===== config.mk =====
export PLATFORM = sky130hd
export DESIGN_NAME = aeap_cordic_cell
export DESIGN_NICKNAME = d
export VERILOG_FILES = /design/src/hdl/aeap_pkg.sv /design/src/hdl/aeap_cordic_cell.sv
export SDC_FILE = /design/constraint.sdc
export NUM_CORES = 1
export LEC_CHECK = 0
export ABC_CLOCK_PERIOD_IN_PS = 3200
export BUFFER_PORTS_ARGS = -buffer_cell sky130_fd_sc_hd__buf_2
export CAP_MARGIN = 20
export CORE_MARGIN = 2
export CORE_UTILIZATION = 45
export DETAILED_ROUTE_END_ITERATION = 10
export PLACE_DENSITY = 0.81
export SLEW_MARGIN = 20
export SYNTH_ARGS = -nofsm -noshare
export SYNTH_HDL_FRONTEND = slang
export SYNTH_SLANG_ARGS = --single-unit

===== constraint.sdc =====
create_clock -name clk_i -period 3.2 [get_ports clk_i]
set_clock_uncertainty 0.15 [all_clocks]
set_input_delay 0.32 -clock clk_i [delete_from_list [all_inputs] [get_ports clk_i]]
set_output_delay 0.32 -clock clk_i [all_outputs]
set_load 0.1 [all_outputs]

===== src/hdl/aeap_pkg.sv =====
// Shared types, constants and the arctangent table for the equal-area projection.
// Used by every cell module and by the top level; depends on nothing.
package aeap_pkg;

  localparam int unsigned CW = 34;           // CORDIC word width
  localparam int unsigned DEF_CORDIC_STAGES = 24;
  localparam int unsigned DEF_FRACTION_BITS = 8;
  localparam logic signed [CW-1:0] GAIN_Q30 = 34'sd652032874;
  localparam int unsigned SQ_STEPS = 31;     // root bits of a 62-bit radicand
  localparam int unsigned SQ_RW = 34;        // square root remainder width
  localparam int unsigned Q_BITS = 31;       // quotient bits
  localparam logic [31:0] REG_RESET_SCALE = 32'd72000;

  typedef enum logic [1:0] {
    REG_CENTER_RA  = 2'd0,
    REG_CENTER_DEC = 2'd1,
    REG_SCALE      = 2'd2
  } reg_idx_e;

  typedef struct packed {
    logic signed [CW-1:0] x;
    logic signed [CW-1:0] y;
    logic signed [CW-1:0] z;
  } cordic_t;

  typedef struct packed {
    logic signed [CW-1:0] c;
    logic signed [CW-1:0] s;
  } sincos_t;

  typedef struct packed {
    logic [SQ_RW-1:0]    rem;
    logic [SQ_STEPS-1:0] root;
    logic [2*SQ_STEPS-1:0] rad;
  } sqrt_t;

  function automatic logic [31:0] atan_val(input int unsigned i);
    logic [31:0] r;
    case (i)
      0:  r = 32'd536870912;
      1:  r = 32'd316933406;
      2:  r = 32'd167458907;
      3:  r = 32'd85004756;
      4:  r = 32'd42667331;
      5:  r = 32'd21354465;
      6:  r = 32'd10679838;
      7:  r = 32'd5340245;
      8:  r = 32'd2670163;
      9:  r = 32'd1335087;
      10: r = 32'd667544;
      11: r = 32'd333772;
      12: r = 32'd166886;
      13: r = 32'd83443;
      14: r = 32'd41722;
      15: r = 32'd20861;
      16: r = 32'd10430;
      17: r = 32'd5215;
      18: r = 32'd2608;
      19: r = 32'd1304;
      20: r = 32'd652;
      21: r = 32'd326;
      22: r = 32'd163;
      23: r = 32'd81;
      24: r = 32'd41;
      25: r = 32'd20;
      26: r = 32'd10;
      27: r = 32'd5;
      28: r = 32'd3;
      29: r = 32'd1;
      30: r = 32'd1;
      default: r = 32'd0;
    endcase
    return r;
  endfunction

  // Angles in the left half plane are turned by half a turn first.
  function automatic logic angle_flip(input logic [31:0] a);
    return a[31] ^ a[30];
  endfunction

  function automatic cordic_t cordic_init(input logic [31:0] a);
    cordic_t     r;
    logic [31:0] b;
    b   = angle_flip(a) ? (a ^ 32'h8000_0000) : a;
    r.x = GAIN_Q30;
    r.y = '0;
    r.z = CW'($signed(b));
    return r;
  endfunction

  function automatic sincos_t cordic_out(input cordic_t v, input logic flip);
    sincos_t r;
    r.c = flip ? -v.x : v.x;
    r.s = flip ? -v.y : v.y;
    return r;
  endfunction

endpackage


===== src/hdl/aeap_cordic_cell.sv =====
// One micro-rotation of the rotation-mode CORDIC chain, registered.
// Depends on aeap_pkg (cordic_t, atan_val).
module aeap_cordic_cell #(
  parameter int unsigned STAGE = 0
) (
  input  logic              clk_i,
  input  logic              en_i,
  input  aeap_pkg::cordic_t d_i,
  output aeap_pkg::cordic_t q_o
);
  import aeap_pkg::*;

  localparam logic signed [CW-1:0] ATAN = CW'($signed({2'b00, atan_val(STAGE)}));

  cordic_t d_d, d_q;

  always_comb begin
    if (!d_i.z[CW-1]) begin
      d_d.x = d_i.x - (d_i.y >>> STAGE);
      d_d.y = d_i.y + (d_i.x >>> STAGE);
      d_d.z = d_i.z - ATAN;
    end else begin
      d_d.x = d_i.x + (d_i.y >>> STAGE);
      d_d.y = d_i.y - (d_i.x >>> STAGE);
      d_d.z = d_i.z + ATAN;
    end
  end

  always_ff @(posedge clk_i) begin
    if (en_i) begin
      d_q <= d_d;
    end
  end

  assign q_o = d_q;

endmodule


==> impl_metrics.env <==
export IMPL_status="complete, no violations"
export IMPL_floorplan_initialDensity_pct=46.1
export IMPL_grt_max_degree=55
export IMPL_endpoint_kind="flop"
export IMPL_yosys_cell_types_count=80
export IMPL_uppermost_metal_layer_occupied_by_signal_nets="met4"
export IMPL_fin_nets=1586
export IMPL_synth_area_leader_cell="edfxtp_1"
export IMPL_relSlewSlack_pct=54.7
export IMPL_hp_start="d_i[6]"
export IMPL_wire_per_inst_um=17.8
export IMPL_cts_max_path_buffers=2
export IMPL_drive_above_1_share_pct=33.2
export IMPL_h_tree_depth=3
export IMPL_synth_flop_cell="edfxtp_1"
export IMPL_slew_violations=0
export IMPL_die_w_um=146
export IMPL_setup_worst_path_start_class="primary input"
export IMPL_min_delay_path_depth=1
export IMPL_peakVddDrop_mv=0.346
export IMPL_synthTopCellsByCount="a21oi_1 (118), ha_1 (102), edfxtp_1 (101)"
export IMPL_crit_path_max_fanout=6
export IMPL_placement_rows=51
export IMPL_final_min_period_over_clock_period_pct=98.5
export IMPL_met1_length_um=13000
export IMPL_whs_endpoint="q_o[6]"
export IMPL_route_met2_wl_um=13400
export IMPL_dp_worst_setup_slack_ps=-526
export IMPL_via_per_inst=5.52
export IMPL_met3_length_um=2290
export IMPL_total_congestion_overflow=0
export IMPL_synth_cells=997
export IMPL_area_fraction_in_compound_gates_after_synthesis_pct=23.7
export IMPL_synth_xor_area_share_pct=6.69
export IMPL_die_area_um2=21200
export IMPL_cellPowerDensity_nw_per_um2=506
export IMPL_cell_area_after_synthesis_um2=9030
export IMPL_grt_usage_pct=26.3
export IMPL_cts_sinks=101
export IMPL_gp_congestion=1.00
export IMPL_yosysSeqAreaShare_pct=33.6
export IMPL_grt_pass1_vias=8717
export IMPL_worst_hold_path_type="in2reg"
export IMPL_drt_initial_drc_count=911
export IMPL_setup_violations_final=0
export IMPL_synthTopCellsByArea="edfxtp_1 (34%), ha_1 (14%), a21oi_1 (6.5%)"
export IMPL_dr_total_vias=9081
export IMPL_min_period_ps=3150
export IMPL_setup_ws_ps=48.2
export IMPL_pin_count=206
export IMPL_worstSetupPathType="in2reg"
export IMPL_max_cap_violations=0
export IMPL_synth_enable_flop_cells=101
export IMPL_clk_pin_slew_worst_paths_ps=80
export IMPL_yosys_area_share_simple_pct=12.4
export IMPL_cp_data_required_time_ps=3130
export IMPL_yosys_mux_area_fraction_pct=1.77
export IMPL_die_h_um=146
export IMPL_max_freq_mhz=317
export IMPL_hold_viol_final=0
export IMPL_antenna_found_initial=0
export IMPL_synthesis_nets=1207
export IMPL_netlist_area_leader_share_pct=33.6
export IMPL_drc=0
export IMPL_postSynth_asyncResetShare_pct=0
export IMPL_postRouteAntennaNets=0
export IMPL_worst_slew_pin_transition_ps=679
export IMPL_ys_seq_elements=101
export IMPL_num_antenna_cells=0
export IMPL_first_pass_grt_wire_length_um=45200
export IMPL_largest_register_ff_count=101
export IMPL_syn2layout_area_growth_pct=37.3
export IMPL_portBuffers=205
export IMPL_synth_most_common_cell="a21oi_1"
export IMPL_yosys_area_share_adder_pct=15.0
export IMPL_yosysWarnings=0
export IMPL_power_static_leakage_nw=5.65
export IMPL_critPathArrivalTime_ps=3080
export IMPL_power_mw=6.27
export IMPL_dpl_wire_length_um=23400
export IMPL_tritoncts="done"
export IMPL_clock_buffers_created_by_tritoncts=9
export IMPL_first_pass_iters=8
export IMPL_totalWireLength_um=29300
export IMPL_synth_area_per_cell_um2=9.06
export IMPL_clock_root_buffer="clkbuf_16"
export IMPL_core_region_area_um2=19600
export IMPL_synth_top_family_by_area="compound AO/OA/AOI/OAI gates"
## through the flow
stage / std cells / hold WS (ps) / instance area [µm²] / util, % / setup TNS, ps
floorplan: 997 / 269 / 9030 / - / 0
detailed placement: 1595 / 348 / 11500 / 58.7 / -9860
finish: 1646 / 11.4 / 12400 / 63.3 / 0
global route: 1646 / 4.34 / 12400 / 63.3 / -131
CTS: 1638 / 0.490 / 12200 / 62.1 / 0
global placement: 1595 / 347 / 11500 / 58.7 / -10130
## worst max path at each step
stage	from	endpoint	depth (start not counted)
floorplan	d_i[34]	q_o[64]	12
finish	d_i[37]	q_o[98]	14
global route	d_i[34]	q_o[56]	13
detailed placement	d_i[34]	q_o[100]	14
global placement	d_i[34]	q_o[66]	14
CTS	d_i[41]	q_o[64]	15
## critical path, stage by stage
cell      delay (ps)
buf_2            110
inv_1             50
ha_1             380
buf_4            200
a21oi_1          170
a21oi_2          100
o21bai_4         250
a31oi_4          150
o31ai_4          230
a31oi_1          110
buf_4            160
o41a_1           450
o32ai_2          280
xnor2_1          130
## cells in the final DEF (no fill, tap or decap), types with 8 or more instances in the layout
master / netlist / routed
inv_1: 96 / 96
nand4_1: 10 / 10
clkbuf_16: 0 / 9
edfxtp_1: 101 / 101
o21a_1: 11 / 10
nand2_1: 43 / 43
ha_1: 102 / 98
buf_4: 6 / 180
nor2_1: 99 / 99
o21ai_0: 50 / 47
mux2i_1: 16 / 16
buf_2: 6 / 204
o21bai_1: 22 / 22
dlygate4sd3_1: 0 / 28
a21oi_1: 118 / 114
nor3_1: 23 / 22
nand2b_1: 8 / 8
nor2b_1: 11 / 9
nand3_1: 11 / 11
a21o_1: 21 / 21
xnor2_1: 65 / 65
## timing repair
action / in CTS / in global routing
hold endpoints to repair: 25 / 3
gates cloned: 0 / 0
resized for setup: 11 / 38
pin swaps: 6 / 17
setup endpoints to repair: 13 / 21
hold buffers: 25 / 3
buffers inserted: 2 / 5
## per-layer routing
layer / vias up / global-route usage, %
met5: - / 0
met4: 0 / 6.96
met3: 48 / 4.08
met2: 449 / 42.1
met1: 4248 / 37.4
li1: 4336 / -
## kinds of logic (layout without fill, tap and decap cells)
group           count (synthesis)  count (layout)
buf+inv                       150             534
xor+xnor                       69              69
fa+ha+maj                     106             106
simple gates                  236             236
flops                         101             101
mux                            16              16
compound gates                319             319
## power by group
part | internal (mW) | switching [mW]
sequential | 1.71 | 0.0515
clock | 0.633 | 0.535
combinational | 0.917 | 2.43
total | 3.26 | 3.01
## layout make-up
class                           instances  area (µm²)
Timing Repair Buffer                  415        2700
Clock inverter                          7         100
Inverter                              103         392
Fill cell                            1676        7190
Multi-Input combinational cell        746        5610
Tap cell                              265         332
Sequential cell                       101        3030
Clock buffer                            9         225
Note: power is estimated with default switching activity, not from simulation.
