## src/hdl/aeap_pkg.sv

```systemverilog
// Shared types, constants and the arctangent table for the equal-area projection.
// Used by every cell module and by the top level; depends on nothing.
package aeap_pkg;

  localparam int unsigned CW = 34;           // CORDIC word width
  localparam int unsigned DEF_CORDIC_STAGES = 24;
  localparam int unsigned DEF_FRACTION_BITS = 8;
  localparam logic signed [CW-1:0] GAIN_Q30 = 34'sd652032874;
  localparam int unsigned SQ_STEPS = 31;     // root bits of a 62-bit radicand
  localparam int unsigned SQ_RW = 34;        // square root remainder width
  localparam int unsigned Q_BITS = 31;       // quotient bits
  localparam logic [31:0] REG_RESET_SCALE = 32'd72000;

  typedef enum logic [1:0] {
    REG_CENTER_RA  = 2'd0,
    REG_CENTER_DEC = 2'd1,
    REG_SCALE      = 2'd2
  } reg_idx_e;

  typedef struct packed {
    logic signed [CW-1:0] x;
    logic signed [CW-1:0] y;
    logic signed [CW-1:0] z;
  } cordic_t;

  typedef struct packed {
    logic signed [CW-1:0] c;
    logic signed [CW-1:0] s;
  } sincos_t;

  typedef struct packed {
    logic [SQ_RW-1:0]    rem;
    logic [SQ_STEPS-1:0] root;
    logic [2*SQ_STEPS-1:0] rad;
  } sqrt_t;

  function automatic logic [31:0] atan_val(input int unsigned i);
    logic [31:0] r;
    case (i)
      0:  r = 32'd536870912;
      1:  r = 32'd316933406;
      2:  r = 32'd167458907;
      3:  r = 32'd85004756;
      4:  r = 32'd42667331;
      5:  r = 32'd21354465;
      6:  r = 32'd10679838;
      7:  r = 32'd5340245;
      8:  r = 32'd2670163;
      9:  r = 32'd1335087;
      10: r = 32'd667544;
      11: r = 32'd333772;
      12: r = 32'd166886;
      13: r = 32'd83443;
      14: r = 32'd41722;
      15: r = 32'd20861;
      16: r = 32'd10430;
      17: r = 32'd5215;
      18: r = 32'd2608;
      19: r = 32'd1304;
      20: r = 32'd652;
      21: r = 32'd326;
      22: r = 32'd163;
      23: r = 32'd81;
      24: r = 32'd41;
      25: r = 32'd20;
      26: r = 32'd10;
      27: r = 32'd5;
      28: r = 32'd3;
      29: r = 32'd1;
      30: r = 32'd1;
      default: r = 32'd0;
    endcase
    return r;
  endfunction

  // Angles in the left half plane are turned by half a turn first.
  function automatic logic angle_flip(input logic [31:0] a);
    return a[31] ^ a[30];
  endfunction

  function automatic cordic_t cordic_init(input logic [31:0] a);
    cordic_t     r;
    logic [31:0] b;
    b   = angle_flip(a) ? (a ^ 32'h8000_0000) : a;
    r.x = GAIN_Q30;
    r.y = '0;
    r.z = CW'($signed(b));
    return r;
  endfunction

  function automatic sincos_t cordic_out(input cordic_t v, input logic flip);
    sincos_t r;
    r.c = flip ? -v.x : v.x;
    r.s = flip ? -v.y : v.y;
    return r;
  endfunction

endpackage

```

## src/hdl/aeap_div_cell.sv

```systemverilog
// One quotient bit of the restoring divider, registered.
// Depends on aeap_pkg (Q_BITS).
module aeap_div_cell #(
  parameter int unsigned DW = 73,
  parameter int unsigned K  = 0
) (
  input  logic                clk_i,
  input  logic                en_i,
  input  logic [DW-1:0]       rem_i,
  input  logic [31:0]         den_i,
  input  logic [aeap_pkg::Q_BITS-1:0] q_i,
  output logic [DW-1:0]       rem_o,
  output logic [31:0]         den_o,
  output logic [aeap_pkg::Q_BITS-1:0] q_o
);
  import aeap_pkg::*;

  logic [DW-1:0]     sub;
  logic [DW-1:0]     rem_d, rem_q;
  logic [Q_BITS-1:0] q_d, q_q;
  logic [31:0]       den_q;

  always_comb begin
    sub = DW'(den_i) << K;
    q_d = q_i;
    if (rem_i >= sub) begin
      rem_d  = rem_i - sub;
      q_d[K] = 1'b1;
    end else begin
      rem_d = rem_i;
    end
  end

  always_ff @(posedge clk_i) begin
    if (en_i) begin
      rem_q <= rem_d;
      q_q   <= q_d;
      den_q <= den_i;
    end
  end

  assign rem_o = rem_q;
  assign den_o = den_q;
  assign q_o   = q_q;

endmodule
```

## config.mk

```make
export PLATFORM = sky130hd
export DESIGN_NAME = aeap_div_cell
export DESIGN_NICKNAME = d
export VERILOG_FILES = /design/src/hdl/aeap_pkg.sv /design/src/hdl/aeap_div_cell.sv
export SDC_FILE = /design/constraint.sdc
export NUM_CORES = 1
export LEC_CHECK = 0
export ABC_CLOCK_PERIOD_IN_PS = 2700
export BUFFER_PORTS_ARGS = -buffer_cell sky130_fd_sc_hd__buf_2
export CELL_PAD_IN_SITES_DETAIL_PLACEMENT = 1
export CELL_PAD_IN_SITES_GLOBAL_PLACEMENT = 1
export CORE_MARGIN = 5
export CORE_UTILIZATION = 34
export DETAILED_ROUTE_END_ITERATION = 16
export PLACE_DENSITY = 0.84
export SYNTH_ARGS = -nofsm -noshare
export SYNTH_HDL_FRONTEND = slang
export SYNTH_SLANG_ARGS = --single-unit
export TNS_END_PERCENT = 10
```

## constraint.sdc

```tcl
create_clock -name clk_i -period 2.7 [get_ports clk_i]
set_input_delay 0.135 -clock clk_i [delete_from_list [all_inputs] [get_ports clk_i]]
set_output_delay 0.135 -clock clk_i [all_outputs]
set_load 0.01 [all_outputs]
```

==> results of run 1 <==
[state kept, by name, summed over array words and instances (netlist names)]
register	flops
den_o	32
rem_o	73
q_o	31
[where the power goes]
| group | internal, mW | switching (mW) |
|---|---|---|
| clock network | 1.48 | 1.07 |
| registers | 2.58 | 0.0720 |
| logic | 0.716 | 0.883 |
| total | 4.78 | 2.02 |
[cell families (layout without fill, tap and decap cells)]
family	Yosys count	in the layout	synth area share (%)
muxes	1	1	0.133
AOI/OAI and AO/OA	154	154	12.6
DFF	136	136	54.1
xor gates and xnor gates	66	66	7.66
and+or+nand+nor	246	246	16.9
other	0	2	0
adders and majority gates	33	33	5.57
buffers and inverters	58	598	2.98
[final cells by class]
class / instances / share of cell area (%)
timing repair buffer: 525 / 28.8
inverter: 41 / 1.28
antenna: 2 / 0.0417
clock buffer: 18 / 3.57
clock inverter: 14 / 1.55
sequential: 136 / 34.0
multi-input combinational: 500 / 27.9
tap: 280 / 2.92
[routing by layer]
metal | global-route usage [%] | routed length, um | vias up
li1 | - | - | 3666
met1 | 31.1 | 13400 | 3950
met2 | 45.2 | 17200 | 390
met3 | 5.77 | 2190 | 109
met4 | 10.7 | 1500 | 0
met5 | 0 | 0 | -
[stage by stage]
stage	area [sq um]	instances	setup TNS (ns)	setup slack (ns)
finish	12000	1516	-0.112	-0.0917
detailed placement	10600	1414	-24.29	-0.544
global route	12000	1516	-1.02	-0.113
global placement	10600	1414	-17.09	-0.424
floorplan	7560	694	-1.42	-0.167
CTS	11900	1514	0	0.00504
[cells in the final DEF, fill, tap and decap left out, types with 30 or more instances in the layout]
| master | Yosys | final |
|---|---|---|
| nand2_1 | 70 | 70 |
| inv_1 | 41 | 41 |
| ha_1 | 32 | 32 |
| buf_4 | 0 | 181 |
| a21oi_1 | 41 | 40 |
| buf_2 | 0 | 272 |
| o21ai_0 | 52 | 52 |
| xnor2_1 | 30 | 30 |
| dlygate4sd3_1 | 0 | 68 |
| edfxtp_1 | 136 | 136 |
| nor2_1 | 42 | 42 |
| xor2_1 | 36 | 36 |
[final timing paths]
path / start / endpoint / slack (ns) / cells after the start
setup / recovery: den_i[4] / rem_o[56] / -0.09 / 12
hold / removal: rem_i[68] / rem_o[68] / 0.007 / 2
[critical path, cell delays in order]
cell and delay [ns]:
buf_2 0.09, inv_1 0.05, ha_1 0.29, buf_4 0.16, and2_1 0.21, a221oi_2 0.37, nand2_1 0.18, a21oi_1 0.29
o211ai_1 0.20, a311o_1 0.39, or4_1 0.45, xnor2_1 0.15
[synth_stat cells (9+ instances only)]
cell type	count
or4_1	12
clkbuf_1	14
xnor2_1	30
ha_1	32
or3_1	10
inv_1	41
nand3_1	13
a21oi_1	41
nand2b_1	9
nor3_1	25
edfxtp_1	136
o21ai_0	52
nor4_1	12
nand2_1	70
nand4_1	19
xor2_1	36
nor2_1	42
a21o_1	12
[timing repair]
item	4_1_cts	5_1_grt
resized for setup	1	19
hold buffers	68	0
pin swaps	1	1
buffers inserted	0	0
setup endpoints to repair	11	67
hold endpoints to repair	68	0
==> impl_metrics.tcl, run 1 <==
set metrics [dict create \
    status "complete, but fails checks" \
    yosysTopAreaCell "edfxtp_1" \
    setup_violations 2 \
    synthTopCellsByArea "edfxtp_1 54%, ha_1 5.3%, xor2_1 4.2%" \
    hold_ws_ns 0.00740 \
    floorplan.initialDensity_pct 34.6 \
    netlist_area_sq_um 7550 \
    grt_pass1_wl_um 51900 \
    power.density_nw_per_um2 566 \
    firstDrtPassIters 5 \
    timing.max_cap.violations 0 \
    numCtsBuffers 17 \
    synth_nets 865 \
    syn_inst 694 \
    routed_wl_um 34400 \
    grt_overflow 0 \
    tightest_slew_ns 0.799 \
    relSlewSlack_pct 46.3 \
    synth-edff-count 136 \
    dr_total_vias 8115 \
    fin_crit_ns 2.79 \
    cts_max_level 4 \
    grt_max_degree 61 \
    drive_gt1_share_pct 42.0 \
    fin_total_pwr_mw 6.80 \
    grt_usage_pct 26.0 \
    synthArstFlopShare_pct 0 \
    cts_root_buffer "clkbuf_16" \
    rsz0062_at_grt "yes" \
    slew_viol_final 0 \
    clock_path_buffers 2 \
    via_per_inst 5.35 \
    setup.worst_path.end_class "flip-flop" \
    wl_per_cell_um 22.7 \
    required_ns 2.88 \
    hold_class "input port to flip-flop" \
    ys_seq_area_share_pct 54.1 \
    utilization_pct 55.0 \
    multiInputGateArea_sq_um 3350 \
    layout.nets 1392 \
    setup_ws_ns -0.0917 \
    ant_nets 0 \
    path_max_fanout 4 \
    synth-seq-cells 136 \
    grt_pass1_vias 8836 \
    area_growth_pct 59.2 \
    synth.avg_cell_area_sq_um 10.9 \
    max-vdd-ir-drop_uv 427 \
    place_hpwl_um 23900 \
    fill_cells 2500 \
    leakagePower_nw 5.22 \
    clk_pin_slew_ns 0.07 \
    synth_cell_types 59 \
    drc 0 \
    clock.fmax_mhz 358 \
    gp_congestion 0.923 \
    die_y_um 159 \
    io_pins 274 \
    crit_arrival_ns 2.97 \
    drt-initial-drc-count 566 \
    rows 54 \
    min_period_over_period_pct 103 \
    crit_path_start_kind "input port" \
    violations "setup timing" \
    ys.flop_type "edfxtp_1" \
    design.core.area_sq_um 21800 \
    finalHoldViolations 0 \
    synth_top_area_share_pct 54.1 \
    crit_type "input port to flip-flop" \
    seq_area_sq_um 4080 \
    die_x_um 159 \
    cts_tree "done" \
    io_buffers 273 \
    die-area_sq_um 25300 \
    clkSinkCount 136 \
    antenna_found_initial 1 \
    yosysWarnings 0 \
]
No activity file was read; power rests on OpenSTA's default activity.
==> run 2, diff against run 1 <==
Settings changed: ABC_AREA set to 1, CAP_MARGIN set to 20, PLACE_DENSITY 0.84 to 0.86, TNS_END_PERCENT 10 to 50.
==> impl_metrics.tcl, run 2 <==
set metrics [dict create \
    status "finished clean" \
    drc 0 \
    grt_overflow 0 \
    place_ws_ns -0.107 \
    grt_pass1_wl_um 60900 \
    min_period_over_period_pct 95.3 \
    timing.max_cap.violations 0 \
    cp_num_cells 15 \
    floorplan.initialDensity_pct 34.6 \
    ys_seq_area_share_pct 42.1 \
    grt_pass1_vias 11000 \
    ys.flop_type "edfxtp_1" \
    tightest_slew_ns 0.538 \
    path_max_fanout 3 \
    largest_reg_flops 73 \
    synth_cell_types 33 \
    clock_path_buffers 2 \
    crit_type "input port to flip-flop" \
    gp_congestion 0.926 \
    setup.worst_path.end_class "flip-flop" \
    hold_ws_ns 0.00550 \
    ant_nets 0 \
    critPathMostFrequentCell "nand2_1" \
    setup_ws_ns 0.127 \
    via_per_inst 4.89 \
    firstDrtPassIters 5 \
    critPathBufInv 4 \
    relSlewSlack_pct 63.8 \
    finalHoldViolations 0 \
    crit_path_start_kind "input port" \
    drive_gt1_share_pct 23.7 \
    yosys-top-cells-count "529 x nand2_1, 226 x inv_1, 151 x nor2_1" \
    yosysTopAreaCell "edfxtp_1" \
    cts_tree "done" \
    die_x_um 179 \
    clock.fmax_mhz 389 \
    grt_usage_pct 24.9 \
    required_ns 2.87 \
    crit_chain "dlygate4sd3_1, buf_2, ha_1, fa_1, inv_1, nand2_1, nand3_1, buf_4, nand2_1, nand3_1, nand2_1, nand2_1, nand2_1, nand3b_1, a21oi_2" \
    netlist_area_sq_um 9710 \
    grt_max_degree 60 \
    slew_viol_final 0 \
    synth_nets 1510 \
    cpPeakStageDelay_ns 0.53 \
    rows 61 \
    fin_crit_ns 2.57 \
    cts_root_buffer "clkbuf_16" \
    yosysWarnings 0 \
    syn_inst 1339 \
    design.core.area_sq_um 28000 \
    place_hpwl_um 32400 \
    fin_total_pwr_mw 6.68 \
    synthArstFlopShare_pct 0 \
    critical_path.top_delay_family "buffers and inverters" \
    startpoint "den_i[0]" \
    antenna_found_initial 5 \
    layout_commonest_cell "nand2_1" \
    max-vdd-ir-drop_uv 420 \
    routed_wl_um 40300 \
    io_pins 274 \
    numCtsBuffers 17 \
    drt-initial-drc-count 558 \
    die_y_um 179 \
    dr_total_vias 10300 \
    leakagePower_nw 6.13 \
    clk_pin_slew_ns 0.07 \
    clkSinkCount 136 \
    endpoint "rem_o[44]" \
    area_growth_pct 32.8 \
    layout_common_cells "529 x nand2_1, 272 x buf_2, 226 x inv_1" \
    cts_max_level 4 \
    fill_cells 3594 \
    setup_violations 0 \
    cts_setup_buffers 0 \
    hold_class "input port to flip-flop" \
    wl_per_cell_um 19.2 \
    crit_arrival_ns 2.74 \
    rsz0062_at_grt "yes" \
    synth_top_area_share_pct 42.1 \
    io_buffers 273 \
    synth.most_common_cell "nand2_1" \
    critical_path.slowest_cell "dlygate4sd3_1" \
    place_inst 2003 \
    synthTopCellsByArea "edfxtp_1 42%, nand2_1 20%, inv_1 8.7%" \
    synth-edff-count 136 \
    die-area_sq_um 32000 \
    synth-seq-cells 136 \
    power.density_nw_per_um2 518 \
    synth.avg_cell_area_sq_um 7.25 \
    fin_cells 2097 \
    layout.nets 1878 \
]
-- run 2: cell types whose count changed after synthesis, sizes merged, moves of 12 or more --
| cell | change |
|---|---|
| clkbuf | -12 |
| o21ai | -28 |
| a21oi | +28 |
| nand2 | +466 |
| nand3b | +24 |
| nand3 | +19 |
| nor2 | +123 |
| xor2 | -27 |
| nor3 | -19 |
| or4 | -14 |
| a21o | -12 |
| inv | +191 |
| nor4 | -13 |
-- run 2: cell families (layout without fill, tap and decap cells) --
kind of cell	count (synthesis)	count (layout)	share of synthesized area [%]
AO/OA/AOI/OAI	96	96	6.70
XOR/XNOR	29	29	2.62
adder cells (fa/ha/maj)	33	33	4.33
buffers and inverters	243	622	10.1
flip-flops	136	136	42.1
other	0	1	0
AND/OR/NAND/NOR	802	802	34.2
-- run 2: final cells by class --
class	instances	area, sq um	share of cell area, %
Multi-Input combinational cell	960	4670	36.2
Sequential cell	136	4080	31.7
Timing Repair Buffer	360	2220	17.2
Inverter	232	871	6.75
Tap cell	378	473	3.67
Clock buffer	17	425	3.30
Clock inverter	13	148	1.15
Antenna cell	1	2.50	0.0194
-- run 2: power breakdown --
part	switching, mW	internal (mW)	total, mW
clock	1.06	1.37	2.42
sequential	0.0579	2.58	2.64
combinational	1.01	0.610	1.62
-- run 2: how the worst min path moves through the flow --
| stage | start | to | slack, ns | cells past startpoint |
|---|---|---|---|---|
| after floorplan | den_i[0] | den_o[0] | 0.23 | 0 |
| after global placement | q_i[24] | q_o[24] | 0.31 | 1 |
| after detailed placement | q_i[23] | q_o[23] | 0.31 | 1 |
| after CTS | rem_i[25] | rem_o[25] | 0.002 | 3 |
| after global routing | rem_i[25] | rem_o[25] | 0.008 | 3 |
| final | rem_i[6] | rem_o[6] | 0.006 | 3 |
-- run 2: tightest hold or removal path, delay by kind of cell --
| family | cells | cell delay, ns |
|---|---|---|
| compound gates | 1 | 0.06 |
| simple gates | 1 | 0.05 |
| buf+inv | 1 | 0.09 |
-- run 2: stage by stage --
step	area [sq um]	TNS, ns	util [%]
3_3_place_gp	11700	-0.00769	41.6
6_report	12900	0	46.0
4_1_cts	12900	0	45.9
5_1_grt	12900	-0.0287	46.0
3_5_place_dp	11700	-0.549	41.6
2_1_floorplan	9710	0	-
-- run 2: repair_timing --
action                     CTS  global route
setup endpoints to repair    0            17
hold buffers                63             0
gates resized for setup      0             6
hold endpoints to repair    63             0
-- run 2: routing by layer --
| metal | track usage (%) | vias to the layer above | wire length (um) |
|---|---|---|---|
| met5 | 0 | - | 39 |
| met1 | 31.1 | 4980 | 17100 |
| met3 | 3.69 | 46 | 2000 |
| met2 | 44.9 | 285 | 20400 |
| met4 | 6.43 | 6 | 826 |
| li1 | - | 4945 | - |
