**src/hdl/aeap_pkg.sv**
```systemverilog
// Shared types, constants and the arctangent table for the equal-area projection.
// Used by every cell module and by the top level; depends on nothing.
package aeap_pkg;

  localparam int unsigned CW = 34;           // CORDIC word width
  localparam int unsigned DEF_CORDIC_STAGES = 24;
  localparam int unsigned DEF_FRACTION_BITS = 8;
  localparam logic signed [CW-1:0] GAIN_Q30 = 34'sd652032874;
  localparam int unsigned SQ_STEPS = 31;     // root bits of a 62-bit radicand
  localparam int unsigned SQ_RW = 34;        // square root remainder width
  localparam int unsigned Q_BITS = 31;       // quotient bits
  localparam logic [31:0] REG_RESET_SCALE = 32'd72000;

  typedef enum logic [1:0] {
    REG_CENTER_RA  = 2'd0,
    REG_CENTER_DEC = 2'd1,
    REG_SCALE      = 2'd2
  } reg_idx_e;

  typedef struct packed {
    logic signed [CW-1:0] x;
    logic signed [CW-1:0] y;
    logic signed [CW-1:0] z;
  } cordic_t;

  typedef struct packed {
    logic signed [CW-1:0] c;
    logic signed [CW-1:0] s;
  } sincos_t;

  typedef struct packed {
    logic [SQ_RW-1:0]    rem;
    logic [SQ_STEPS-1:0] root;
    logic [2*SQ_STEPS-1:0] rad;
  } sqrt_t;

  function automatic logic [31:0] atan_val(input int unsigned i);
    logic [31:0] r;
    case (i)
      0:  r = 32'd536870912;
      1:  r = 32'd316933406;
      2:  r = 32'd167458907;
      3:  r = 32'd85004756;
      4:  r = 32'd42667331;
      5:  r = 32'd21354465;
      6:  r = 32'd10679838;
      7:  r = 32'd5340245;
      8:  r = 32'd2670163;
      9:  r = 32'd1335087;
      10: r = 32'd667544;
      11: r = 32'd333772;
      12: r = 32'd166886;
      13: r = 32'd83443;
      14: r = 32'd41722;
      15: r = 32'd20861;
      16: r = 32'd10430;
      17: r = 32'd5215;
      18: r = 32'd2608;
      19: r = 32'd1304;
      20: r = 32'd652;
      21: r = 32'd326;
      22: r = 32'd163;
      23: r = 32'd81;
      24: r = 32'd41;
      25: r = 32'd20;
      26: r = 32'd10;
      27: r = 32'd5;
      28: r = 32'd3;
      29: r = 32'd1;
      30: r = 32'd1;
      default: r = 32'd0;
    endcase
    return r;
  endfunction

  // Angles in the left half plane are turned by half a turn first.
  function automatic logic angle_flip(input logic [31:0] a);
    return a[31] ^ a[30];
  endfunction

  function automatic cordic_t cordic_init(input logic [31:0] a);
    cordic_t     r;
    logic [31:0] b;
    b   = angle_flip(a) ? (a ^ 32'h8000_0000) : a;
    r.x = GAIN_Q30;
    r.y = '0;
    r.z = CW'($signed(b));
    return r;
  endfunction

  function automatic sincos_t cordic_out(input cordic_t v, input logic flip);
    sincos_t r;
    r.c = flip ? -v.x : v.x;
    r.s = flip ? -v.y : v.y;
    return r;
  endfunction

endpackage

```
**src/hdl/aeap_sqrt_cell.sv**
```systemverilog
// One root bit of the digit-by-digit integer square root, registered.
// Depends on aeap_pkg (sqrt_t).
module aeap_sqrt_cell #(
  parameter int unsigned K = 0
) (
  input  logic            clk_i,
  input  logic            en_i,
  input  aeap_pkg::sqrt_t d_i,
  output aeap_pkg::sqrt_t q_o
);
  import aeap_pkg::*;

  sqrt_t            d_d, d_q;
  logic [SQ_RW-1:0] rem_n;
  logic [SQ_RW-1:0] trial;

  always_comb begin
    rem_n   = {d_i.rem[SQ_RW-3:0], d_i.rad[2*K+1 -: 2]};
    trial   = SQ_RW'({d_i.root, 2'b01});
    d_d.rad = d_i.rad;
    if (rem_n >= trial) begin
      d_d.rem  = rem_n - trial;
      d_d.root = {d_i.root[SQ_STEPS-2:0], 1'b1};
    end else begin
      d_d.rem  = rem_n;
      d_d.root = {d_i.root[SQ_STEPS-2:0], 1'b0};
    end
  end

  always_ff @(posedge clk_i) begin
    if (en_i) begin
      d_q <= d_d;
    end
  end

  assign q_o = d_q;

endmodule

```
**config.mk**
```make
export PLATFORM = sky130hd
export DESIGN_NAME = aeap_sqrt_cell
export DESIGN_NICKNAME = d
export VERILOG_FILES = /design/src/hdl/aeap_pkg.sv /design/src/hdl/aeap_sqrt_cell.sv
export SDC_FILE = /design/constraint.sdc
export NUM_CORES = 1
export LEC_CHECK = 0
export ABC_AREA = 1
export ABC_CLOCK_PERIOD_IN_PS = 4500
export BUFFER_PORTS_ARGS = -buffer_cell sky130_fd_sc_hd__buf_2
export CORE_MARGIN = 2
export CORE_UTILIZATION = 40
export CTS_BUF_LIST = sky130_fd_sc_hd__clkbuf_4 sky130_fd_sc_hd__clkbuf_8
export CTS_CLUSTER_DIAMETER = 200
export DETAILED_ROUTE_END_ITERATION = 8
export GPL_ROUTABILITY_DRIVEN = 0
export PLACE_DENSITY = 0.67
export RECOVER_POWER = 25
export SLEW_MARGIN = 20
export SYNTH_ARGS = -nofsm -noshare
export SYNTH_HDL_FRONTEND = slang
export SYNTH_SLANG_ARGS = --single-unit
```
**constraint.sdc**
```tcl
create_clock -name clk_i -period 4.5 [get_ports clk_i]
set_input_delay 1.35 -clock clk_i [delete_from_list [all_inputs] [get_ports clk_i]]
set_output_delay 1.35 -clock clk_i [all_outputs]
set_load 0.05 [all_outputs]
```
==> results of run 1 <==
## logic make-up after synthesis
family	after synthesis	synth area share, %
compound gates	42	3.457
xor+xnor	16	1.955
fa+ha+maj	33	5.761
buf+inv	144	8.467
flops	127	53.21
simple gates	422	27.15
## Yosys cell counts
cell      instances  share of area, %
buf_12            2              0.56
inv_2             7              0.37
a21o_1            1              0.10
buf_8             1              0.21
nand3_1          20               1.4
ha_1             33               5.8
or2_4             1              0.12
nor2_2            9              0.79
edfxtp_1        127                53
o21bai_4          1              0.26
nand2_4           5              0.79
nand2_1         273                14
a21oi_2           3              0.37
nor3_4            1              0.23
inv_1           131               6.9
nor2_1           43               2.3
nand3b_1         12               1.3
o21bai_1          3              0.31
and3_1            1             0.087
o21a_1            1              0.10
xnor2_1           2              0.24
o21ai_0           7              0.49
a21oi_1          24               1.7
nand4_1           8              0.70
nand3_2          11               1.5
nor2_4            4              0.63
nand3_4           1              0.24
nor4_1            2              0.17
nor3_1            3              0.21
xor2_1           14               1.7
or2_2             1             0.087
nand2_2          27               2.4
o21ai_1           2              0.14
buf_6             3              0.47
## stage by stage
stage	hold slack (ps)	instance area, um^2	total power (uW)	setup WS [ps]	utilization, %
2_1_floorplan	1449	7167	2294	1521	-
3_3_place_gp	1527	8652	2561	1010	49.68
3_5_place_dp	1528	8652	2574	959.1	49.68
4_1_cts	1032	9030	3544	1454	51.85
5_1_grt	1038	9009	3680	1168	51.72
6_report	1066	9009	3500	1385	51.72
## worst paths after layout
path	startpoint	cells past startpoint	endpoint
worst max-delay path	en_i	2	q_o[77]
worst min-delay path	d_i[40]	1	q_o[40]
## report_power, final
group	total [uW]	internal (uW)	switching (uW)
logic	1080	270	806
clock network	955	410	545
registers	1470	1440	25.1
total	3500	2120	1380
## area by class of cell
class                           instances  share of cell area, %
Sequential cell                       127                  42.33
Multi-Input combinational cell        513                  30.49
Timing Repair Buffer                  254                  14.06
Inverter                              138                  5.750
Tap cell                              225                  3.125
Clock buffer                           17                  2.597
Clock inverter                         15                  1.597
Antenna cell                            2                0.05556
## metal layers
metal  up-vias  part of all wire [%]
li1       3047                     -
met1      2638                    40
met2       223                    47
met3        40                   9.5
met4         0                   3.2
met5         -                     0
==> impl_metrics.py, run 1 <==
metrics = {
    "timing": {
        "layout_min_cycle_time_ps": 3115,
        "min_period_over_period_pct": 69.22,
        "relSlewSlack_pct": -39.35,
        "tns_ps": 0,
        "fmax_mhz": 321.0,
        "setup_viol_count_final": 0,
        "drv_slew": 79,
        "tightestPinTransition_ps": 2090,
        "rsz0062_at_grt": "false",
        "hold_viol": 0,
    },
    "critical_path": {
        "crit_path_start_kind": "primary input",
        "cp.arrival_ps": 3240,
        "path_class": "in -> reg",
        "cp-end-kind": "flip-flop",
        "critPathMaxStageDelay_ps": 1460,
        "slowest_stage": "clkbuf_2",
        "crit_fanout": 79,
        "crit_buf_inv": 2,
        "crit_family": "buffers and inverters",
        "worstPathCellList": "clkbuf_2 -> buf_12",
        "cp.required_ps": 4630,
    },
    "floorplan": {
        "die_w_um": 137.9,
        "dieHeight_um": 137.9,
        "io-pin-count": 256,
        "start_util_pct": 41.15,
        "rows": 48,
        "core_um2": 17420,
        "die_area_um2": 19000,
    },
    "synthesis": {
        "postSynthCellCount": 784,
        "ys_seq_area_share_pct": 53.21,
        "ys_types": 34,
        "ys_seq_elements": 127,
        "netlist_area_um2": 7167,
        "avgSynthCellArea_um2": 9.141,
        "syn-num-nets": 946,
        "synth_warnings": 0,
    },
    "cts": {
        "cts_tree": "yes",
        "cts_resized": 0,
        "hold_buffers": 0,
        "post-cts-setup-buffer-count": 0,
        "cts.clk_slew.worst_paths_ps": 90,
        "cts.sinks": 127,
        "clock_path_buffers": 2,
        "root_buffer": "clkbuf_8",
        "numCtsBuffers": 17,
        "htree_levels": 4,
    },
    "global_routing": {
        "grt_pass1_wl_mm": 29.20,
        "gr-usage-met3_pct": 6.067,
        "antenna_found_initial": 2,
        "track_usage_pct": 20.38,
        "met1_usage_pct": 23.45,
        "grt_max_degree": 80,
        "grtUsageMet2_pct": 34.93,
        "first_global_vias": 5827,
        "overflow": 0,
        "grt-busiest-layer": "met2",
    },
    "power_and_ir_drop": {
        "p_leak_uw": 0.004560,
        "ir_drop_uv": 184.7,
        "power_density_nw_per_um2": 388.5,
    },
    "status": {
        "status": "finished, violations left",
        "violations": "capacitance limit, slew limit",
    },
    "route": {
        "drt-vias-per-instance": 4.607,
        "firstDrtPassIters": 5,
        "drcViolationCount": 0,
        "ant_nets": 0,
        "finalWirelength_mm": 19.44,
        "first_iter_violations": 360,
        "wire_per_inst_um": 15.06,
        "vias": 5948,
    },
    "placed_design": {
        "portBuffers": 253,
        "placed_cells": 1257,
        "dp.final_hpwl_mm": 15.18,
    },
    "finish": {
        "ff_latch_area_um2": 3814,
        "synthToLayoutAreaGrowth_pct": 25.70,
        "largest_reg_flops": 127,
        "final_cell_mix": "273 x nand2_1, 236 x buf_2, 131 x inv_1",
        "nets": 1213,
        "fin_cells": 1291,
        "mostFrequentLayoutCell": "nand2_1",
        "num-fill-cells": 1673,
        "drive_gt1_share_pct": 32.05,
        "multi_input_area_um2": 2746,
    },
    "hold_path": {
        "hold_path_class": "in -> reg",
    },
    "run": {
        "drv_cap": 1,
    },
}
Power figures use the tool's default switching activity.
==> run 2: changes to the inputs <==
--- a/config.mk
+++ b/config.mk
@@ -6,7 +6,7 @@
 export NUM_CORES = 1
 export LEC_CHECK = 0
 export ABC_AREA = 1
-export ABC_CLOCK_PERIOD_IN_PS = 4500
+export ABC_CLOCK_PERIOD_IN_PS = 3000
 export BUFFER_PORTS_ARGS = -buffer_cell sky130_fd_sc_hd__buf_2
 export CORE_MARGIN = 2
 export CORE_UTILIZATION = 40
==> constraint.sdc (replaced) <==
create_clock -name clk_i -period 3 [get_ports clk_i]
set_input_delay 0.9 -clock clk_i [delete_from_list [all_inputs] [get_ports clk_i]]
set_output_delay 0.9 -clock clk_i [all_outputs]
set_load 0.05 [all_outputs]
==> run 2 against run 1 <==
  * Non-clock buffer count grew 20
  * Worst setup slack got worse by 840 ps
  * Cell count is 1.4% higher
  * Sequential power grew 50%
  * The flow now finishes without violations
  * Combinational power rose by 55%
  * Critical endpoint is now q_o[124]
  * Via count increased by 0.34%
  * Largest power group unchanged
  * Sequential cell count unchanged
  * Utilization grew 1.3 points
  * Hold slack lost 440 ps
==> impl_metrics.py, run 2 (synthesis results as in run 1) <==
metrics = {
    "status": {
        "status": "finished clean",
    },
    "route": {
        "finalWirelength_mm": 19.43,
        "met3_length_mm": 1.863,
        "ant_nets": 0,
        "first_iter_violations": 334,
        "met1Wirelength_mm": 7.655,
        "firstDrtPassIters": 5,
        "drcViolationCount": 0,
        "vias": 5968,
        "wl_met2_mm": 9.464,
        "drt-vias-per-instance": 4.559,
        "highest_layer": "met5",
        "wire_per_inst_um": 14.84,
    },
    "timing": {
        "relSlewSlack_pct": 15.28,
        "setup_viol_count_final": 0,
        "drv_slew": 0,
        "tns_ps": 0,
        "rsz0062_at_grt": "false",
        "hold_viol": 0,
        "tightestPinTransition_ps": 1271,
        "fmax_mhz": 407.5,
        "min_period_over_period_pct": 81.80,
        "layout_min_cycle_time_ps": 2454,
    },
    "global_routing": {
        "overflow": 0,
        "antenna_found_initial": 2,
        "grt_max_degree": 47,
        "grt_pass1_wl_mm": 28.87,
        "track_usage_pct": 20.13,
        "first_global_vias": 5820,
    },
    "finish": {
        "final_cell_mix": "273 x nand2_1, 235 x buf_2, 131 x inv_1",
        "largest_reg_flops": 127,
        "synthToLayoutAreaGrowth_pct": 28.96,
        "drive_gt1_share_pct": 33.12,
        "num-fill-cells": 1673,
        "diodes": 0,
        "mostFrequentLayoutCell": "nand2_1",
        "nets": 1233,
    },
    "floorplan": {
        "start_util_pct": 41.15,
        "io-pin-count": 256,
        "dieHeight_um": 137.9,
        "rows": 48,
        "die_w_um": 137.9,
        "die_area_um2": 19000,
        "core_um2": 17420,
    },
    "cts": {
        "cts.sinks": 127,
        "cts_tree": "yes",
        "htree_levels": 4,
        "root_buffer": "clkbuf_8",
        "clock_path_buffers": 2,
        "hold_buffers": 0,
        "cts_resized": 0,
        "numCtsBuffers": 17,
        "cts.clk_slew.worst_paths_ps": 90,
        "post-cts-setup-buffer-count": 0,
    },
    "critical_path": {
        "crit_top_cell": "nand2_1",
        "path_class": "in -> reg",
        "crit_path_start_kind": "primary input",
        "slowest_stage": "ha_1",
        "cp.arrival_ps": 2660,
        "critPathMaxStageDelay_ps": 350,
        "cp.required_ps": 3200,
        "cp-end-kind": "flip-flop",
        "worstPathCellList": "clkbuf_1 -> inv_1 -> ha_1 -> nand2_1 -> nor2_1 -> nand2_1 -> nand2_1 -> nand2_1 -> nand2_1 -> nand2_1 -> nand2_1 -> nand2_1 -> nand3_2 -> nand2_1",
        "crit_fanout": 4,
    },
    "power_and_ir_drop": {
        "ir_drop_uv": 305.8,
        "power.total_uw": 5401,
        "p_leak_uw": 0.004691,
        "power_density_nw_per_um2": 584.4,
    },
    "hold_path": {
        "worstHoldStart": "d_i[13]",
        "hold_path_class": "in -> reg",
        "whs_path_depth": 1,
        "whs_endpoint": "q_o[13]",
    },
    "placed_design": {
        "dp.final_hpwl_mm": 15.67,
        "portBuffers": 253,
    },
    "run": {
        "drv_cap": 0,
    },
}
## run 2: cell types whose count changed in the layout (fill, tap and decap cells not counted), moves of 2 or more
cell	change
buf_4	+15
buf_12	+5
inv_8	-3
bufinv_16	+2
clkinv_4	+2
diode_2	-2
## run 2: worst max-delay path by stage
stage	endpoint	cells after the start	slack [ps]	start
detailed placement	q_o[118]	14	140	d_i[85]
global route	q_o[114]	12	340	d_i[72]
global placement	q_o[124]	13	150	d_i[65]
finish	q_o[124]	14	550	d_i[65]
CTS	q_o[118]	14	600	d_i[85]
floorplan	q_o[118]	13	470	d_i[84]
## run 2: cell type report
cell class / count / area, um^2 / share of cell area, %
clock buffer: 17 / 234.0 / 2.531
clock inverter: 15 / 171.4 / 1.855
inverter: 138 / 518.0 / 5.604
multi-input combinational: 513 / 2746 / 29.71
sequential: 127 / 3814 / 41.26
tap: 225 / 281.5 / 3.046
timing repair buffer: 274 / 1478 / 15.99
## run 2: through the flow
step | util (%) | std cells | instance area (um^2) | hold WS (ps) | setup slack (ps)
detailed placement | 50.90 | 1277 | 8865 | 1078 | 135.3
global route | 53.07 | 1309 | 9243 | 596.3 | 344.3
CTS | 53.23 | 1309 | 9270 | 602.9 | 602.4
finish | 53.07 | 1309 | 9243 | 626.5 | 546.1
floorplan | - | 784 | 7167 | 998.9 | 470.7
global placement | 50.90 | 1277 | 8865 | 1077 | 146.9
## run 2: report_power, final
group | total (uW) | switching (uW) | internal [uW]
combinational | 1670 | 1210 | 452
sequential | 2200 | 38.9 | 2160
clock | 1530 | 769 | 764
total | 5400 | 2020 | 3380
## run 2: per-layer routing
layer / global-route usage, % / vias to the layer above
met4: 7.370 / 4
li1: - / 3078
met5: 0 / -
met3: 6.031 / 30
met1: 22.73 / 2648
met2: 35.86 / 208
## run 2: worst max-delay path: cells and delay by family
family / cells / cell delay (ps)
adders and majority gates: 1 / 350
buffers and inverters: 2 / 150
and+or+nand+nor: 11 / 1260
==> run 3: changes to the inputs <==
--- a/config.mk
+++ b/config.mk
@@ -6,7 +6,7 @@
 export NUM_CORES = 1
 export LEC_CHECK = 0
 export ABC_AREA = 1
-export ABC_CLOCK_PERIOD_IN_PS = 3000
+export ABC_CLOCK_PERIOD_IN_PS = 2150
 export BUFFER_PORTS_ARGS = -buffer_cell sky130_fd_sc_hd__buf_2
 export CORE_MARGIN = 2
 export CORE_UTILIZATION = 40
@@ -14,7 +14,7 @@
 export CTS_CLUSTER_DIAMETER = 200
 export DETAILED_ROUTE_END_ITERATION = 8
 export GPL_ROUTABILITY_DRIVEN = 0
-export PLACE_DENSITY = 0.67
+export PLACE_DENSITY = 0.69
 export RECOVER_POWER = 25
 export SLEW_MARGIN = 20
 export SYNTH_ARGS = -nofsm -noshare
==> constraint.sdc (replaced) <==
create_clock -name clk_i -period 2.15 [get_ports clk_i]
set_input_delay 0.645 -clock clk_i [delete_from_list [all_inputs] [get_ports clk_i]]
set_output_delay 0.645 -clock clk_i [all_outputs]
set_load 0.05 [all_outputs]
==> run 3 against run 2 <==
  * The flow now finishes with violations (setup timing)
  * Largest cell class unchanged
  * Non-clock buffer count rose by 97
  * Critical path type unchanged
  * Total power up 47%
  * Hold slack got worse by 260 ps
  * Highest routed layer is now met4
==> impl_metrics.py, run 3 (synthesis results as in run 1) <==
metrics = {
    "status": {
        "status": "finished, violations left",
        "violations": "setup timing",
    },
    "floorplan": {
        "start_util_pct": 41.15,
        "io-pin-count": 256,
        "rows": 48,
        "core_um2": 17420,
        "die_area_um2": 19000,
        "dieHeight_um": 137.9,
        "die_w_um": 137.9,
    },
    "placed_design": {
        "portBuffers": 253,
        "placed_cells": 1371,
        "dp.final_hpwl_mm": 16.83,
        "dpl-instance-area_um2": 10040,
        "place_ws_ps": -443.5,
    },
    "timing": {
        "setup_slack_ps": -8.621,
        "setup_viol_count_final": 2,
        "min_period_over_period_pct": 100.4,
        "relSlewSlack_pct": 77.05,
        "hold_viol": 0,
        "drv_slew": 0,
        "fmax_mhz": 463.3,
        "rsz0062_at_grt": "true",
        "tightestPinTransition_ps": 344.3,
        "layout_min_cycle_time_ps": 2159,
    },
    "route": {
        "drt-vias-per-instance": 4.578,
        "wire_per_inst_um": 15.06,
        "drcViolationCount": 0,
        "finalWirelength_mm": 21.25,
        "ant_nets": 0,
        "first_iter_violations": 337,
        "vias": 6459,
        "firstDrtPassIters": 5,
    },
    "power_and_ir_drop": {
        "p_leak_uw": 0.005234,
        "power_density_nw_per_um2": 752.9,
        "ir_drop_uv": 401.3,
    },
    "critical_path": {
        "cp.depth": 15,
        "crit_family": "buffers and inverters",
        "slowest_stage": "a21oi_2",
        "cp.arrival_ps": 2350,
        "crit_fanout": 5,
        "crit_buf_inv": 6,
        "cp-end-kind": "flip-flop",
        "critPathMaxStageDelay_ps": 240,
        "cp.required_ps": 2340,
        "crit_path_start_kind": "primary input",
        "path_class": "in -> reg",
        "worstPathCellList": "buf_2 -> inv_1 -> ha_4 -> nand2_1 -> inv_1 -> a21oi_2 -> o21bai_4 -> inv_2 -> nand2_4 -> buf_4 -> nand3_4 -> nand2_4 -> buf_4 -> nand3_2 -> nand2_1",
    },
    "finish": {
        "mostFrequentLayoutCell": "nand2_1",
        "nets": 1331,
        "fin_cells": 1411,
        "drive_gt1_share_pct": 44.67,
        "final_area_um2": 10570,
        "final_cell_mix": "257 x nand2_1, 246 x buf_2, 127 x edfxtp_1",
        "synthToLayoutAreaGrowth_pct": 47.42,
        "largest_reg_flops": 127,
    },
    "global_routing": {
        "grt_pass1_wl_mm": 31.00,
        "grt_max_degree": 40,
        "antenna_found_initial": 4,
        "overflow": 0,
        "first_global_vias": 6255,
        "track_usage_pct": 21.73,
    },
    "run": {
        "drv_cap": 0,
    },
    "hold_path": {
        "whs_path_depth": 1,
        "hold_path_class": "in -> reg",
    },
    "cts": {
        "cts.clk_slew.worst_paths_ps": 90,
        "cts_tree": "yes",
        "htree_levels": 4,
        "root_buffer": "clkbuf_8",
        "numCtsBuffers": 17,
        "clock_path_buffers": 2,
        "cts.sinks": 127,
        "hold_buffers": 0,
    },
}
-- run 3: final timing paths --
| path | start | end |
|---|---|---|
| setup / recovery | d_i[73] | q_o[115] |
| hold / removal | d_i[50] | q_o[50] |
-- run 3: cell type report --
cell class | count | area [um^2]
Sequential cell | 127 | 3814
Clock inverter | 14 | 157.7
Timing Repair Buffer | 371 | 2257
Inverter | 138 | 518.0
Multi-Input combinational cell | 514 | 3286
Tap cell | 225 | 281.5
Fill cell | 1532 | 6852
Clock buffer | 18 | 241.5
Antenna cell | 4 | 10.01
-- run 3: metrics by stage --
step	hold WS (ps)	total power [uW]	setup TNS [ps]	utilization, %
after floorplan	743.9	4926	0	-
after global placement	821.6	5784	-12630	57.62
after detailed placement	823.1	5827	-13300	57.62
after CTS	330.9	7980	0	59.91
after global routing	332.4	8345	-2653	60.66
final	364.6	7955	-14.65	60.66
-- run 3: timing repair --
item | 4_1_cts | 5_1_grt
gates resized for setup | 0 | 24
setup endpoints to repair | 0 | 32
buffers inserted | 0 | 1
-- run 3: power by group --
part           total [uW]  leakage [uW]  internal, uW  switching [uW]
sequential           3070       0.00124          3020            55.4
combinational        2750       0.00380           917            1830
clock                2130      0.000189          1060            1070
-- run 3: per-layer routing --
layer	track usage (%)	vias up	part of all wire, %
met2	37.43	243	49
met4	8.730	0	2.0
met1	25.32	2905	40
met3	6.506	25	8.9
li1	-	3286	-
met5	0	-	0
